### src/hw/rtl/quaternion_vector_rotate_top_defines.svh
// ----------------------------------------------------------------------------
// Quaternion vector rotate assertion macros
// Concurrent assertion wrappers, compiled out when SYNTH is defined.
// ----------------------------------------------------------------------------
`ifndef QUATERNION_VECTOR_ROTATE_TOP_DEFINES_SVH
`define QUATERNION_VECTOR_ROTATE_TOP_DEFINES_SVH

`ifndef SYNTH
// prop must hold at every clock edge outside reset
`define QVR_ASSERT(lbl, clk, rst_n, prop) \
  lbl: assert property (@(posedge clk) disable iff (!rst_n) (prop)) \
    else $error("qvr: assertion failed");
// prop must never hold outside reset
`define QVR_ASSERT_NEVER(lbl, clk, rst_n, prop) \
  lbl: assert property (@(posedge clk) disable iff (!rst_n) !(prop)) \
    else $error("qvr: forbidden condition seen");
`else
`define QVR_ASSERT(lbl, clk, rst_n, prop)
`define QVR_ASSERT_NEVER(lbl, clk, rst_n, prop)
`endif

`endif

### src/hw/rtl/qvr_pkg.sv
// ----------------------------------------------------------------------------
// Quaternion vector rotate package
// Widths, latencies, register codes and request/result types.
// ----------------------------------------------------------------------------
`timescale 1ns / 1ps

package qvr_pkg;

  localparam int unsigned VEC_WIDTH  = 24;
  localparam int unsigned QUAT_WIDTH = 16;
  localparam int unsigned NUM_LANES  = 3;
  localparam int unsigned NUM_REGS   = 4;
  localparam int unsigned APB_DW     = 32;
  localparam int unsigned ADDR_W     = $clog2(4 * NUM_REGS);

  // square of a quaternion component, always non-negative
  localparam int unsigned SQ_W   = 2 * QUAT_WIDTH - 1;
  localparam int unsigned UU_W   = 2 * QUAT_WIDTH;
  localparam int unsigned DEN_W  = 2 * QUAT_WIDTH + 1;
  localparam int unsigned S_W    = 2 * QUAT_WIDTH + 1;
  localparam int unsigned PROD_W = QUAT_WIDTH + VEC_WIDTH;
  localparam int unsigned CRS_W  = PROD_W + 1;
  localparam int unsigned DOT_W  = PROD_W + 2;
  localparam int unsigned W2_W   = QUAT_WIDTH + 1;
  localparam int unsigned NUM_W  = 2 * QUAT_WIDTH + VEC_WIDTH + 2;
  localparam int unsigned TOP_W  = NUM_W - VEC_WIDTH;
  localparam int unsigned MAG_W  = VEC_WIDTH + 1;

  // pipeline depth: front end, lane (mult, sum, abs, range, one bit per stage, round)
  localparam int unsigned FRONT_LAT = 2;
  localparam int unsigned LANE_LAT  = VEC_WIDTH + 5;
  localparam int unsigned PIPE_LAT  = FRONT_LAT + LANE_LAT;
  localparam int unsigned RES_LAT   = PIPE_LAT + 1;

  localparam logic [QUAT_WIDTH-1:0] QUAT_ONE = QUAT_WIDTH'(1) << (QUAT_WIDTH - 2);
  localparam logic [SQ_W-1:0]       WW_RST   = SQ_W'(1) << (2 * QUAT_WIDTH - 4);
  localparam logic [MAG_W-1:0]      HALF     = MAG_W'(1) << (VEC_WIDTH - 1);

  localparam logic signed [VEC_WIDTH-1:0] VEC_MAX = {1'b0, {(VEC_WIDTH-1){1'b1}}};
  localparam logic signed [VEC_WIDTH-1:0] VEC_MIN = {1'b1, {(VEC_WIDTH-1){1'b0}}};

  typedef enum logic [1:0] {
    REG_QUAT_W,
    REG_QUAT_X,
    REG_QUAT_Y,
    REG_QUAT_Z
  } reg_idx_e;

  typedef struct packed {
    logic                        func;
    logic signed [VEC_WIDTH-1:0] vec_x;
    logic signed [VEC_WIDTH-1:0] vec_y;
    logic signed [VEC_WIDTH-1:0] vec_z;
  } vec_req_t;

  typedef struct packed {
    logic signed [VEC_WIDTH-1:0] out_x;
    logic signed [VEC_WIDTH-1:0] out_y;
    logic signed [VEC_WIDTH-1:0] out_z;
    logic                        saturated;
    logic                        zero_norm;
  } vec_res_t;

  typedef struct packed {
    logic signed [QUAT_WIDTH-1:0] w;
    logic signed [QUAT_WIDTH-1:0] x;
    logic signed [QUAT_WIDTH-1:0] y;
    logic signed [QUAT_WIDTH-1:0] z;
  } quat_t;

  typedef struct packed {
    logic signed [S_W-1:0] s;
    logic [DEN_W-1:0]      den;
    logic                  zero;
  } norm_t;

  typedef struct packed {
    logic [MAG_W-1:0] mag;
    logic             neg;
    logic             ovf;
  } lane_res_t;

  localparam quat_t QUAT_RST = '{w: QUAT_ONE, x: '0, y: '0, z: '0};
  localparam norm_t NORM_RST = '{s: S_W'(WW_RST), den: DEN_W'(WW_RST), zero: 1'b0};

endpackage

### src/hw/rtl/qvr_merge.sv
// ----------------------------------------------------------------------------
// Quaternion vector rotate merge
// Clips each lane, restores the sign, gathers the flags into one result.
// ----------------------------------------------------------------------------
`timescale 1ns / 1ps

module qvr_merge (
  input  logic               clk_i,
  input  logic               rst_ni,
  input  logic               vld_i,
  input  logic               zero_i,
  input  qvr_pkg::lane_res_t lane_i [qvr_pkg::NUM_LANES],
  output logic               done_o,
  output qvr_pkg::vec_res_t  res_o
);
  import qvr_pkg::*;

  logic [MAG_W-1:0]     lim  [NUM_LANES];
  logic                 clip [NUM_LANES];
  logic [MAG_W-1:0]     val  [NUM_LANES];
  logic [MAG_W-1:0]     sval [NUM_LANES];
  logic                 sat_any;
  vec_res_t             res_d, res_q;
  logic                 done_q;

  always_comb begin
    sat_any = 1'b0;
    for (int i = 0; i < NUM_LANES; i++) begin
      lim[i]  = lane_i[i].neg ? HALF : HALF - MAG_W'(1);
      clip[i] = lane_i[i].ovf || (lane_i[i].mag > lim[i]);
      val[i]  = clip[i] ? lim[i] : lane_i[i].mag;
      sval[i] = lane_i[i].neg ? -val[i] : val[i];
      sat_any = sat_any | clip[i];
    end
  end

  // zero norm: divider output is meaningless, force zeros
  always_comb begin
    if (zero_i) begin
      res_d = '0;
      res_d.zero_norm = 1'b1;
    end else begin
      res_d.out_x     = sval[0][VEC_WIDTH-1:0];
      res_d.out_y     = sval[1][VEC_WIDTH-1:0];
      res_d.out_z     = sval[2][VEC_WIDTH-1:0];
      res_d.saturated = sat_any;
      res_d.zero_norm = 1'b0;
    end
  end

  always_ff @(posedge clk_i) begin
    res_q <= res_d;
  end

  always_ff @(posedge clk_i or negedge rst_ni) begin
    if (!rst_ni) begin
      done_q <= 1'b0;
    end else begin
      done_q <= vld_i;
    end
  end

  assign done_o = done_q;
  assign res_o  = res_q;

endmodule

### config.mk
export PLATFORM = sky130hd
export DESIGN_NAME = qvr_merge
export DESIGN_NICKNAME = d
export VERILOG_FILES = /design/src/hw/rtl/quaternion_vector_rotate_top_defines.svh /design/src/hw/rtl/qvr_pkg.sv /design/src/hw/rtl/qvr_merge.sv
export SDC_FILE = /design/constraint.sdc
export NUM_CORES = 1
export LEC_CHECK = 0
export BUFFER_PORTS_ARGS = -buffer_cell sky130_fd_sc_hd__buf_2
export CORE_ASPECT_RATIO = 0.9
export CORE_UTILIZATION = 55
export CTS_CLUSTER_DIAMETER = 60
export DETAILED_ROUTE_END_ITERATION = 8
export PLACE_DENSITY_LB_ADDON = 0.15
export SLEW_MARGIN = 30
export SYNTH_ARGS = -nofsm -noshare
export SYNTH_HDL_FRONTEND = slang
export SYNTH_SLANG_ARGS = --single-unit
### constraint.sdc
create_clock -name clk_i -period 1 [get_ports clk_i]
set_input_delay 0.2 -clock clk_i [delete_from_list [all_inputs] [get_ports clk_i]]
set_output_delay 0.2 -clock clk_i [all_outputs]
set_load 0.05 [all_outputs]
==> results.yml, run 1 <==
clock_tree:
  clockBufferDepth: 2
  cts_buffers: 9
  cts_resized: 413
  cts_setup_buffers: 28
  clkSinkCount: 75
  cts_hold_buf: 2
  htreeDepth: 3
  clockRootBuffer: "clkbuf_16"
outcome:
  first-error: "[ERROR DPL-0038] Utilization greater than 100%, impossible to legalize"
  stop_stage: "4_1_cts"
  status: "did not finish"
floorplan:
  die_w_um: 112
  start_util_pct: 57.2
  die_h_um: 101
  io_pins: 160
  row_count: 35
synthesis:
  synthArstFlopShare_pct: 1.33
  synth_nets: 900
  avgSynthCellArea_um2: 8.02
  syn_inst: 740
  synth_top_cells_by_count: "91 x nor2_1, 75 x ha_1, 74 x dfxtp_1, 54 x a21oi_1, 54 x nand2_1"
  synth.distinct_cells: 69
  synth_edf_count: 0
  yosys.area.top_type: "dfxtp_1"
  synth.ff_latch_count: 75
  syn_area_um2: 5940
  synth_area_leaders: "dfxtp_1 25%, ha_1 16%, nor2_1 5.8%"
  synth-main-ff-cell: "dfxtp_1"
  yosysMostFrequentCell: "nor2_1"
  synth_top_area_share_pct: 24.9
  yosysSeqAreaShare_pct: 25.4
  ys_warn_count: 0
place:
  dp_hpwl_um: 15700
  io_buffers: 159
  gp_congestion: 0.914
==> cells by family after synthesis <==
logic type / count (synthesis) / synth area share (%)
and+or+nand+nor: 307 / 26.6
xor gates and xnor gates: 7 / 1.03
adders and majority gates: 75 / 15.8
muxes: 17 / 2.87
DFF: 75 / 25.4
buffers and inverters: 50 / 3.58
AOI/OAI and AO/OA: 209 / 24.8
==> through the flow <==
| stage | setup TNS [ns] | std cells | instance area (µm²) | hold WS (ns) | setup WS [ns] |
|---|---|---|---|---|---|
| 3_5_place_dp | -136.47 | 1174 | 8390 | -0.0235 | -2.56 |
| 3_3_place_gp | -130.82 | 1174 | 8390 | -0.0251 | -2.47 |
| 2_1_floorplan | -114.26 | 740 | 6330 | -0.0956 | -2.75 |
==> inputs of run 2 (changes only) <==
--- a/config.mk
+++ b/config.mk
@@ -6,9 +6,7 @@
 export NUM_CORES = 1
 export LEC_CHECK = 0
 export BUFFER_PORTS_ARGS = -buffer_cell sky130_fd_sc_hd__buf_2
-export CORE_ASPECT_RATIO = 0.9
-export CORE_UTILIZATION = 55
-export CTS_CLUSTER_DIAMETER = 60
+export CORE_UTILIZATION = 40
 export DETAILED_ROUTE_END_ITERATION = 8
 export PLACE_DENSITY_LB_ADDON = 0.15
 export SLEW_MARGIN = 30
==> results.yml, run 2 <==
detailed_routing:
  drtAntennaViolNets: 0
  viasPerCell: 6.01
  dr.pass1.iters: 5
  drt-total-wl_um: 26700
  wl_per_cell_um: 20.4
  drcViolationCount: 0
  drt-initial-drc-count: 619
  vias: 7854
layout:
  fillerInstances: 837
  largest_reg_flops: 74
  final_cell_mix: "191 x buf_4, 81 x buf_2, 73 x dfxtp_2"
  regArea_um2: 1600
  nNetsFinal: 1278
  insertedDiodeCount: 0
  drive_gt1_share_pct: 63.0
  final_common_cell: "buf_4"
  syn_to_final_growth_pct: 98.9
  multiInputGateArea_um2: 5840
synthesis:
  synthArstFlopShare_pct: 1.33
  synth-main-ff-cell: "dfxtp_1"
  ys_warn_count: 0
  synth.ff_latch_count: 75
  synth_area_leaders: "dfxtp_1 25%, ha_1 16%, nor2_1 5.8%"
  synth.distinct_cells: 69
  synth_top_cells_by_count: "91 x nor2_1, 75 x ha_1, 74 x dfxtp_1, 54 x a21oi_1, 54 x nand2_1"
  syn_inst: 740
  synth_nets: 900
  avgSynthCellArea_um2: 8.02
  syn_area_um2: 5940
  synth_edf_count: 0
  yosysSeqAreaShare_pct: 25.4
  synth_top_area_share_pct: 24.9
  yosysMostFrequentCell: "nor2_1"
  yosys.area.top_type: "dfxtp_1"
setup_path:
  start_kind: "primary input"
  crit_required_ns: 1.25
  cp.arrival_ns: 3.16
  worst_setup_path_end_kind: "flop"
  cp_max_fo: 7
  critical_path_class: "in2reg"
clock_tree:
  clockBufferDepth: 2
  clkSinkCount: 75
  htreeDepth: 3
  clockRootBuffer: "clkbuf_16"
  cts_tree: "built"
  cts.reportedPaths.clkPinSlew_ns: 0.07
  cts_buffers: 9
timing:
  hold_viol_final: 0
  setup_viol: 148
  fmax_mhz: 345
  post-route-period-util_pct: 290
  drv_slew: 0
  slew_headroom_pct: 69.7
  hold_slack_ns: 0.170
  period_minus_slack_ns: 2.90
  tightest_slew_ns: 0.448
  finalWorstSetupSlack_ns: -1.90
  rsz0062_at_grt: "true"
outcome:
  violations: "negative setup slack"
  status: "complete, but fails checks"
global_route:
  grt_pass1_vias: 7412
  grt_pass1_wl_um: 36300
  grt_max_degree: 32
  grt_usage_pct: 30.1
  antenna_found_initial: 0
  grt.overflow.total: 0
power_and_ir_drop:
  power_density_nw_per_um2: 1030
  p_leak_uw: 0.00497
  finalPower_uw: 12200
  ir_drop_mv: 0.828
place:
  gp_congestion: 0.892
  io_buffers: 159
  dp_hpwl_um: 16200
floorplan:
  row_count: 44
  io_pins: 160
  die_h_um: 124
  core_area_um2: 14500
  die_w_um: 124
  start_util_pct: 40.9
  die_area_um2: 15300
worst_hold_path:
  hp-class: "in2async"
job:
  drv_cap: 0
==> run 2: cell counts after synthesis <==
No cell type changed its count.
==> run 2: logic make-up (layout without fill, tap and decap cells) <==
logic type | count (synthesis) | count (layout) | share of synthesized area [%]
simple gates | 307 | 307 | 26.6
flops | 75 | 75 | 25.4
mux | 17 | 17 | 2.87
compound gates | 209 | 209 | 24.8
xor+xnor | 7 | 7 | 1.03
buf+inv | 50 | 433 | 3.58
fa+ha+maj | 75 | 75 | 15.8
==> run 2: final cells by class <==
cell class              instances  share of cell area [%]
multi-input cells             615                    49.5
repair buffers                405                    32.1
flip-flops and latches         75                    13.5
clock buffers                  10                    2.02
well taps                     184                    1.95
inverters                      12                   0.508
clock inverters                 6                   0.381
==> run 2: metrics by stage <==
stage / cells / worst slack [ns] / area, µm² / util (%) / setup TNS, ns
floorplan: 740 / -2.75 / 6330 / - / -114.26
global placement: 1244 / -2.49 / 8600 / 59.2 / -132.61
detailed placement: 1244 / -2.56 / 8600 / 59.2 / -137.04
CTS: 1289 / -1.86 / 10400 / 71.6 / -105.75
global route: 1307 / -2.08 / 11800 / 81.3 / -116.87
finish: 1307 / -1.90 / 11800 / 81.3 / -107.16
==> run 2: worst max path at each step <==
stage / from / endpoint / slack, ns / depth (start not counted)
3_3_place_gp: lane_i[28] / res_o[48] / -2.49 / 16
3_5_place_dp: lane_i[28] / res_o[48] / -2.56 / 16
4_1_cts: lane_i[28] / res_o[48] / -1.86 / 16
6_report: lane_i[28] / res_o[48] / -1.90 / 15
2_1_floorplan: lane_i[28] / res_o[48] / -2.75 / 20
5_1_grt: lane_i[55] / res_o[66] / -2.08 / 17
==> run 2: power by group <==
part	total [µW]	switching [µW]	internal (µW)	leakage [µW]
Sequential	3480	186	3290	0.000645
Combinational	5450	2970	2480	0.00418
Clock	3270	1490	1770	0.000144
Total	12200	4640	7550	0.00497
==> run 2: timing repair <==
action / 4_1_cts / 5_1_grt
gates cloned: 5 / 3
endpoints found under the setup margin: 148 / 148
hold buffers: 2 / 0
hold endpoints to repair: 2 / 0
setup buffers: 25 / 25
resized for setup: 261 / 379
pin swaps: 63 / 54
==> run 2: per-layer routing <==
metal	vias up	part of all wire, %	global-route usage [%]
met5	-	0	0
met4	0	4.8	12.7
met3	121	6.5	3.30
met2	378	51	54.3
met1	3739	38	35.7
li1	3616	-	-
==> run 2: critical path, stage by stage <==
cell	delay, ns
buf_12	0.10
buf_8	0.10
inv_8	0.03
ha_4	0.25
nand2_2	0.05
or4_4	0.53
a311o_1	0.33
a31oi_4	0.24
mux2i_2	0.31
ha_4	0.17
and2_4	0.13
and2_4	0.14
nand2_2	0.05
or3_4	0.32
a311oi_1	0.21
No activity file was read; power rests on OpenSTA's default activity.
