[config.mk]
export PLATFORM = sky130hd
export DESIGN_NAME = qvr_norm
export DESIGN_NICKNAME = d
export VERILOG_FILES = /design/src/hw/rtl/quaternion_vector_rotate_top_defines.svh /design/src/hw/rtl/qvr_pkg.sv /design/src/hw/rtl/qvr_norm.sv
export SDC_FILE = /design/constraint.sdc
export NUM_CORES = 2
export LEC_CHECK = 0
export BUFFER_PORTS_ARGS = -buffer_cell sky130_fd_sc_hd__buf_4
export CORE_MARGIN = 10
export CORE_UTILIZATION = 49
export DETAILED_ROUTE_END_ITERATION = 10
export PLACE_DENSITY_LB_ADDON = 0.25
export SLEW_MARGIN = 20
export SYNTH_ARGS = -nofsm -noshare
export SYNTH_HDL_FRONTEND = slang
export SYNTH_SLANG_ARGS = --single-unit
[constraint.sdc]
create_clock -name clk_i -period 3.4 [get_ports clk_i]
set_clock_uncertainty 0.1 [all_clocks]
set_input_delay 0.34 -clock clk_i [delete_from_list [all_inputs] [get_ports clk_i]]
set_output_delay 0.34 -clock clk_i [all_outputs]
set_load 0.01 [all_outputs]
[src/hw/rtl/quaternion_vector_rotate_top_defines.svh]
// ----------------------------------------------------------------------------
// Quaternion vector rotate assertion macros
// Concurrent assertion wrappers, compiled out when SYNTH is defined.
// ----------------------------------------------------------------------------
`ifndef QUATERNION_VECTOR_ROTATE_TOP_DEFINES_SVH
`define QUATERNION_VECTOR_ROTATE_TOP_DEFINES_SVH

`ifndef SYNTH
// prop must hold at every clock edge outside reset
`define QVR_ASSERT(lbl, clk, rst_n, prop) \
  lbl: assert property (@(posedge clk) disable iff (!rst_n) (prop)) \
    else $error("qvr: assertion failed");
// prop must never hold outside reset
`define QVR_ASSERT_NEVER(lbl, clk, rst_n, prop) \
  lbl: assert property (@(posedge clk) disable iff (!rst_n) !(prop)) \
    else $error("qvr: forbidden condition seen");
`else
`define QVR_ASSERT(lbl, clk, rst_n, prop)
`define QVR_ASSERT_NEVER(lbl, clk, rst_n, prop)
`endif

`endif

[src/hw/rtl/qvr_pkg.sv]
// ----------------------------------------------------------------------------
// Quaternion vector rotate package
// Widths, latencies, register codes and request/result types.
// ----------------------------------------------------------------------------
`timescale 1ns / 1ps

package qvr_pkg;

  localparam int unsigned VEC_WIDTH  = 24;
  localparam int unsigned QUAT_WIDTH = 16;
  localparam int unsigned NUM_LANES  = 3;
  localparam int unsigned NUM_REGS   = 4;
  localparam int unsigned APB_DW     = 32;
  localparam int unsigned ADDR_W     = $clog2(4 * NUM_REGS);

  // square of a quaternion component, always non-negative
  localparam int unsigned SQ_W   = 2 * QUAT_WIDTH - 1;
  localparam int unsigned UU_W   = 2 * QUAT_WIDTH;
  localparam int unsigned DEN_W  = 2 * QUAT_WIDTH + 1;
  localparam int unsigned S_W    = 2 * QUAT_WIDTH + 1;
  localparam int unsigned PROD_W = QUAT_WIDTH + VEC_WIDTH;
  localparam int unsigned CRS_W  = PROD_W + 1;
  localparam int unsigned DOT_W  = PROD_W + 2;
  localparam int unsigned W2_W   = QUAT_WIDTH + 1;
  localparam int unsigned NUM_W  = 2 * QUAT_WIDTH + VEC_WIDTH + 2;
  localparam int unsigned TOP_W  = NUM_W - VEC_WIDTH;
  localparam int unsigned MAG_W  = VEC_WIDTH + 1;

  // pipeline depth: front end, lane (mult, sum, abs, range, one bit per stage, round)
  localparam int unsigned FRONT_LAT = 2;
  localparam int unsigned LANE_LAT  = VEC_WIDTH + 5;
  localparam int unsigned PIPE_LAT  = FRONT_LAT + LANE_LAT;
  localparam int unsigned RES_LAT   = PIPE_LAT + 1;

  localparam logic [QUAT_WIDTH-1:0] QUAT_ONE = QUAT_WIDTH'(1) << (QUAT_WIDTH - 2);
  localparam logic [SQ_W-1:0]       WW_RST   = SQ_W'(1) << (2 * QUAT_WIDTH - 4);
  localparam logic [MAG_W-1:0]      HALF     = MAG_W'(1) << (VEC_WIDTH - 1);

  localparam logic signed [VEC_WIDTH-1:0] VEC_MAX = {1'b0, {(VEC_WIDTH-1){1'b1}}};
  localparam logic signed [VEC_WIDTH-1:0] VEC_MIN = {1'b1, {(VEC_WIDTH-1){1'b0}}};

  typedef enum logic [1:0] {
    REG_QUAT_W,
    REG_QUAT_X,
    REG_QUAT_Y,
    REG_QUAT_Z
  } reg_idx_e;

  typedef struct packed {
    logic                        func;
    logic signed [VEC_WIDTH-1:0] vec_x;
    logic signed [VEC_WIDTH-1:0] vec_y;
    logic signed [VEC_WIDTH-1:0] vec_z;
  } vec_req_t;

  typedef struct packed {
    logic signed [VEC_WIDTH-1:0] out_x;
    logic signed [VEC_WIDTH-1:0] out_y;
    logic signed [VEC_WIDTH-1:0] out_z;
    logic                        saturated;
    logic                        zero_norm;
  } vec_res_t;

  typedef struct packed {
    logic signed [QUAT_WIDTH-1:0] w;
    logic signed [QUAT_WIDTH-1:0] x;
    logic signed [QUAT_WIDTH-1:0] y;
    logic signed [QUAT_WIDTH-1:0] z;
  } quat_t;

  typedef struct packed {
    logic signed [S_W-1:0] s;
    logic [DEN_W-1:0]      den;
    logic                  zero;
  } norm_t;

  typedef struct packed {
    logic [MAG_W-1:0] mag;
    logic             neg;
    logic             ovf;
  } lane_res_t;

  localparam quat_t QUAT_RST = '{w: QUAT_ONE, x: '0, y: '0, z: '0};
  localparam norm_t NORM_RST = '{s: S_W'(WW_RST), den: DEN_W'(WW_RST), zero: 1'b0};

endpackage

[src/hw/rtl/qvr_norm.sv]
// ----------------------------------------------------------------------------
// Quaternion norm terms
// Registers w^2 - |u|^2, |q|^2 and the zero-norm flag from the quaternion.
// ----------------------------------------------------------------------------
`timescale 1ns / 1ps

module qvr_norm (
  input  logic           clk_i,
  input  logic           rst_ni,
  input  qvr_pkg::quat_t quat_i,
  output qvr_pkg::norm_t norm_o
);
  import qvr_pkg::*;

  logic signed [2*QUAT_WIDTH-1:0] sq_w, sq_x, sq_y, sq_z;
  logic [SQ_W-1:0] ww_d, ww_q;
  logic [UU_W-1:0] uu_d, uu_q;
  norm_t           norm_d, norm_q;

  always_comb begin
    sq_w = quat_i.w * quat_i.w;
    sq_x = quat_i.x * quat_i.x;
    sq_y = quat_i.y * quat_i.y;
    sq_z = quat_i.z * quat_i.z;
    ww_d = sq_w[SQ_W-1:0];
    uu_d = UU_W'(sq_x[SQ_W-1:0]) + UU_W'(sq_y[SQ_W-1:0]) + UU_W'(sq_z[SQ_W-1:0]);
  end

  always_comb begin
    norm_d.den  = DEN_W'(ww_q) + DEN_W'(uu_q);
    norm_d.s    = $signed(DEN_W'(ww_q)) - $signed(DEN_W'(uu_q));
    norm_d.zero = (quat_i == '0);
  end

  always_ff @(posedge clk_i or negedge rst_ni) begin
    if (!rst_ni) begin
      ww_q   <= WW_RST;
      uu_q   <= '0;
      norm_q <= NORM_RST;
    end else begin
      ww_q   <= ww_d;
      uu_q   <= uu_d;
      norm_q <= norm_d;
    end
  end

  assign norm_o = norm_q;

endmodule

**Word-level counts from Yosys, hierarchy flattened**

Cells that the tools add are included.
Widths: inputs -> output; s select.

- Register bits: 130
- Bits of input ports: 66

- Multipliers: 4
- Reduce and logical (&&, ||, !) cells: 1
- Add/sub/neg operators: 4

Operators by type and width:

| cell | count |
|---|---|
| $mul 16x16->31 | 4 |
| $logic_not 64->1 | 1 |
| $add 31x32->33 | 1 |
| $sub 31x32->33 | 1 |
| $add 31x31->32 | 1 |
| $add 32x31->32 | 1 |

**Depth between registers and ports, before layout**

- Word-level depth: 3
- Gate-level depth with buffers: 35
- Depth with buffers taken out: 34

**Worst setup path after synthesis**

OpenSTA, ideal clock, no wires.

- Path type: input-to-reg
- From: input quat_i[15] in the netlist's numbering
- To: register uu_q[31]
- Stages: 33
- Setup time: 66 ps
- Slack: -4554 ps
- Path buffers: 2
- Arrival time: 7789 ps
- Cells stage by stage: clkbuf_1 inv_1 clkbuf_1 nor2_1 fa_1 inv_1 fa_1 inv_1 fa_1 fa_1 fa_1 inv_1 fa_1 inv_1 ha_1 nand4_1 nor2_1 nand2_1 a21oi_1 o41ai_1 a31oi_1 a21o_1 a21oi_1 xor2_1 fa_1 inv_1 ha_1 nand2_1 nand2b_1 a21oi_1 nor3b_1 a2111oi_0 o211a_1

- Word-level cells in the longest chain between the ends: 2

RTL lines:

| item | RTL line | RTL |
|---|---|---|
| start: declaration | qvr_norm.sv:10 | `input qvr_pkg::quat_t quat_i,` |
| $mul 16x16->31 | qvr_norm.sv:24 | `sq_z = quat_i.z * quat_i.z;` |
| $add 32x31->32 | qvr_norm.sv:26 | `uu_d = UU_W'(sq_x[SQ_W-1:0]) + UU_W'(sq_y[SQ_W-1:0]) + UU_W'(sq_z[SQ_W-1:0]);` |
| via uu_d[31] | qvr_norm.sv:17 | `logic [UU_W-1:0] uu_d, uu_q;` |
| end signal: assignment | qvr_norm.sv:42 | `uu_q <= uu_d;` |
| end: declaration | qvr_norm.sv:17 |  |

The timed path passes the listed nets, and every way through them passes these cells.

**Final worst setup path**

- From: input quat_i[18] in the netlist's numbering
- To: register uu_q[25]

- Word-level cells in the longest chain between the ends: 3

RTL lines:

| item | RTL line | RTL |
|---|---|---|
| $mul 16x16->31 | qvr_norm.sv:23 | `sq_y = quat_i.y * quat_i.y;` |
| $add 31x31->32 | qvr_norm.sv:26 |  |
| $add 32x31->32 | qvr_norm.sv:26 |  |
| via uu_d[25] | qvr_norm.sv:17 |  |

The timed path passes the listed nets, and every way through them passes these cells.

==> reports/qor.yml <==
synth:
  yosysSeqAreaShare: 0.0737
  synth_enable_flop_cells: 0
  yosysWarningCount: 0
  ys_ff_latch: 128
  syn-instance-count: 4728
  syn-cell-area_um2: 43500
  asyncSetResetFlopFracSynth: 1.00
  synthDistinctLibCells: 75
  post_synth.cell_area_avg_um2: 9.20
  net_count_after_synthesis: 6182
  synthFlopType: "sky130_fd_sc_hd__dfrtp_1"
setup_path:
  critical_path.slowest_cell: "sky130_fd_sc_hd__fa_1"
  worst-setup-path-type: "in2reg"
  timing.critical_path.from_type: "input pin"
  timing.critical_path.mode_cell: "sky130_fd_sc_hd__fa_1"
  timing.critical_path.required_ns: 3.72
  worst_ep_arrival_time_ns: 7.49
  critical_path.max_fanout: 6
  critical-path-max-stage-delay_ns: 0.55
  critical_path.endpoint_type: "flop"
cells_and_area:
  syn2layout_area_growth_pct: 33.3
  layout.cells.most_common_list: "1261 x sky130_fd_sc_hd__inv_1, 949 x sky130_fd_sc_hd__buf_4, 912 x sky130_fd_sc_hd__fa_1"
  antenna-diode-count: 0
  proportion_of_layout_cells_with_a_drive_suffix_above_1: 0.313
  fin_nets: 7179
  fill_cells: 6895
  mostFrequentLayoutCell: "sky130_fd_sc_hd__inv_1"
worst_hold_path:
  min-delay-path-class: "in2reg"
timing:
  slew_headroom: 0.468
  final-setup-viol-count: 52
  period_share: 2.11
  report.final.slew_viol_count: 0
  period_minus_slack_ns: 7.17
  final.setup.worst_slack_ns: -3.77
  hold_viol_final: 0
  final.setup.tns_ns: -119.32
  transition_time_of_the_tightest_slew_check_pin_ns: 0.791
  rsz0062_at_grt: "true"
  max_clock_freq_mhz: 139
outcome:
  outcome: "complete, but fails checks"
  failing_checks: "negative setup slack"
clock_network:
  htreeDepth: 4
  numCtsBuffers: 17
  cts_tree: "done"
  clkSlewWorstSetupHoldPaths_ns: 0.07
  clock_tree.root_cell: "sky130_fd_sc_hd__clkbuf_16"
  clock_sink_total: 128
  cts_max_path_buffers: 2
  clk_latency_ns: 0.48
routing:
  initialDrtViolationCount: 1465
  vias_per_cell: 4.93
  drc: 0
  wirelength_um: 114000
  routed-via-count: 34032
  post_drt_wl_per_cell_um: 16.5
  detail-route-antenna-nets: 0
  first_pass_iters: 7
global_routing:
  grt_antenna_before_repair: 6
  groute.usage.overall: 0.226
  grt_first_pass_wirelength_um: 186000
  grt_max_degree: 71
  grt_pass1_vias: 37770
  gr_ovfl_total: 0
die:
  die_area_um2: 101000
  site_row_count: 109
  io_pins: 133
  die_width_um: 318
  core_um2: 88200
  die_outline_height_um: 318
  floorplan.initialDensity: 0.493
place:
  placed_wire_length_estimate_after_detailed_placement_um: 99000
  finalWeightedCongestion: 0.908
  place.port_buffers: 132
run:
  timing.max_cap.violations: 0
-- cells in the mapped netlist, types with 6 or more instances --
cell type | count | area [um^2]
sky130_fd_sc_hd__fa_1 | 953 | 19100
sky130_fd_sc_hd__a21boi_0 | 8 | 60.1
sky130_fd_sc_hd__o211ai_1 | 12 | 90.1
sky130_fd_sc_hd__a31o_2 | 15 | 131
sky130_fd_sc_hd__a2111oi_0 | 9 | 78.8
sky130_fd_sc_hd__o21ai_0 | 88 | 440
sky130_fd_sc_hd__xor2_1 | 80 | 701
sky130_fd_sc_hd__nand2_1 | 348 | 1310
sky130_fd_sc_hd__nand3b_1 | 6 | 45.0
sky130_fd_sc_hd__or3_1 | 13 | 81.3
sky130_fd_sc_hd__o21bai_1 | 29 | 218
sky130_fd_sc_hd__clkbuf_1 | 108 | 405
sky130_fd_sc_hd__nand4_1 | 24 | 150
sky130_fd_sc_hd__nand3_1 | 30 | 150
sky130_fd_sc_hd__nor4_1 | 19 | 119
sky130_fd_sc_hd__a211oi_1 | 17 | 128
sky130_fd_sc_hd__nor2b_1 | 32 | 200
sky130_fd_sc_hd__and3_1 | 11 | 68.8
sky130_fd_sc_hd__inv_1 | 1378 | 5170
sky130_fd_sc_hd__nor2_1 | 201 | 754
sky130_fd_sc_hd__or2_2 | 8 | 50.1
sky130_fd_sc_hd__and2_1 | 174 | 1090
sky130_fd_sc_hd__a21oi_1 | 154 | 771
sky130_fd_sc_hd__a21o_1 | 55 | 413
sky130_fd_sc_hd__o21a_1 | 30 | 225
sky130_fd_sc_hd__ha_1 | 435 | 5440
sky130_fd_sc_hd__o31ai_1 | 11 | 82.6
sky130_fd_sc_hd__nand2b_1 | 45 | 282
sky130_fd_sc_hd__a211o_1 | 7 | 61.3
sky130_fd_sc_hd__xnor2_1 | 172 | 1510
sky130_fd_sc_hd__nor3_1 | 31 | 155
sky130_fd_sc_hd__dfrtp_1 | 125 | 3130
sky130_fd_sc_hd__a31oi_1 | 15 | 93.8
-- repair_timing --
action / CTS / global route
gates cloned: 1 / 0
endpoints found under the setup margin: 54 / 58
setup buffers: 64 / 52
resized for setup: 375 / 282
pin swaps: 245 / 267
hold buffers: 1 / 0
hold endpoints to repair: 68 / 0
-- state kept, by name, indices dropped and copies added (netlist names) --
signal and flops:
uu_q 32, ww_q 30, norm_o 66
-- final cells by class --
type	instances	area [um^2]	share of cell area
sequential	128	3210	0.0553
timing repair buffer	1096	9050	0.156
inverter	1382	5240	0.0903
multi-input combinational	3100	38400	0.663
clock inverter	13	163	0.00281
tap	1165	1460	0.0251
clock buffer	19	433	0.00747
-- kinds of logic after synthesis --
| kind of cell | share of synthesized area |
|---|---|
| adder cells (fa/ha/maj) | 0.564 |
| multiplexers | 0.00124 |
| AND/OR/NAND/NOR | 0.106 |
| flip-flops | 0.0737 |
| XOR/XNOR | 0.0507 |
| buffers and inverters | 0.130 |
| AO/OA/AOI/OAI | 0.0744 |
-- layer usage --
| layer | vias up | track usage | routed length (um) |
|---|---|---|---|
| met4 | 4 | 0.0682 | 3570 |
| met3 | 175 | 0.0272 | 4990 |
| met5 | - | 0 | 24 |
| met2 | 649 | 0.413 | 59100 |
| li1 | 16078 | - | - |
| met1 | 17126 | 0.274 | 46100 |
-- worst paths after layout --
check | from | endpoint | slack, ns | depth (start not counted)
worst min register to register | uu_q[0]$_DFF_PN0_ | norm_o[1]$_DFF_PN0_ | 0.45 | 2
worst max register to register | ww_q[2]$_DFF_PN0_ | norm_o[32]$_DFF_PN0_ | 0.11 | 11
max in group asynchronous | rst_ni | norm_o[29]$_DFF_PN1_ | 2.07 | 3
worst min-delay path | quat_i[48] | ww_q[0]$_DFF_PN0_ | 0.11 | 2
min in group asynchronous | rst_ni | norm_o[40]$_DFF_PN0_ | 0.34 | 2
worst max-delay path | quat_i[18] | uu_q[25]$_DFF_PN0_ | -3.77 | 35
-- worst max-delay path: cells and delay by family --
kind | cells | cell delay, ns
XOR/XNOR | 2 | 0.31
AO/OA/AOI/OAI | 13 | 1.89
adder cells (fa/ha/maj) | 9 | 3.90
buffers and inverters | 9 | 0.82
AND/OR/NAND/NOR | 2 | 0.21
-- metrics by stage --
| stage | utilization | hold WS, ns | setup WS, ns | std cells | cell area, um^2 |
|---|---|---|---|---|---|
| floorplan | - | -0.0556 | -3.88 | 4728 | 45700 |
| global placement | 0.611 | 0.286 | -4.42 | 6789 | 53900 |
| detailed placement | 0.611 | 0.298 | -4.48 | 6789 | 53900 |
| CTS | 0.640 | 0.0839 | -3.81 | 6869 | 56500 |
| global route | 0.657 | 0.0967 | -4.08 | 6903 | 58000 |
| finish | 0.657 | 0.113 | -3.77 | 6903 | 58000 |
Power is left out: the tool's default activity adds up to more than one toggle a clock period on the data nets, which glitch-free logic cannot reach.
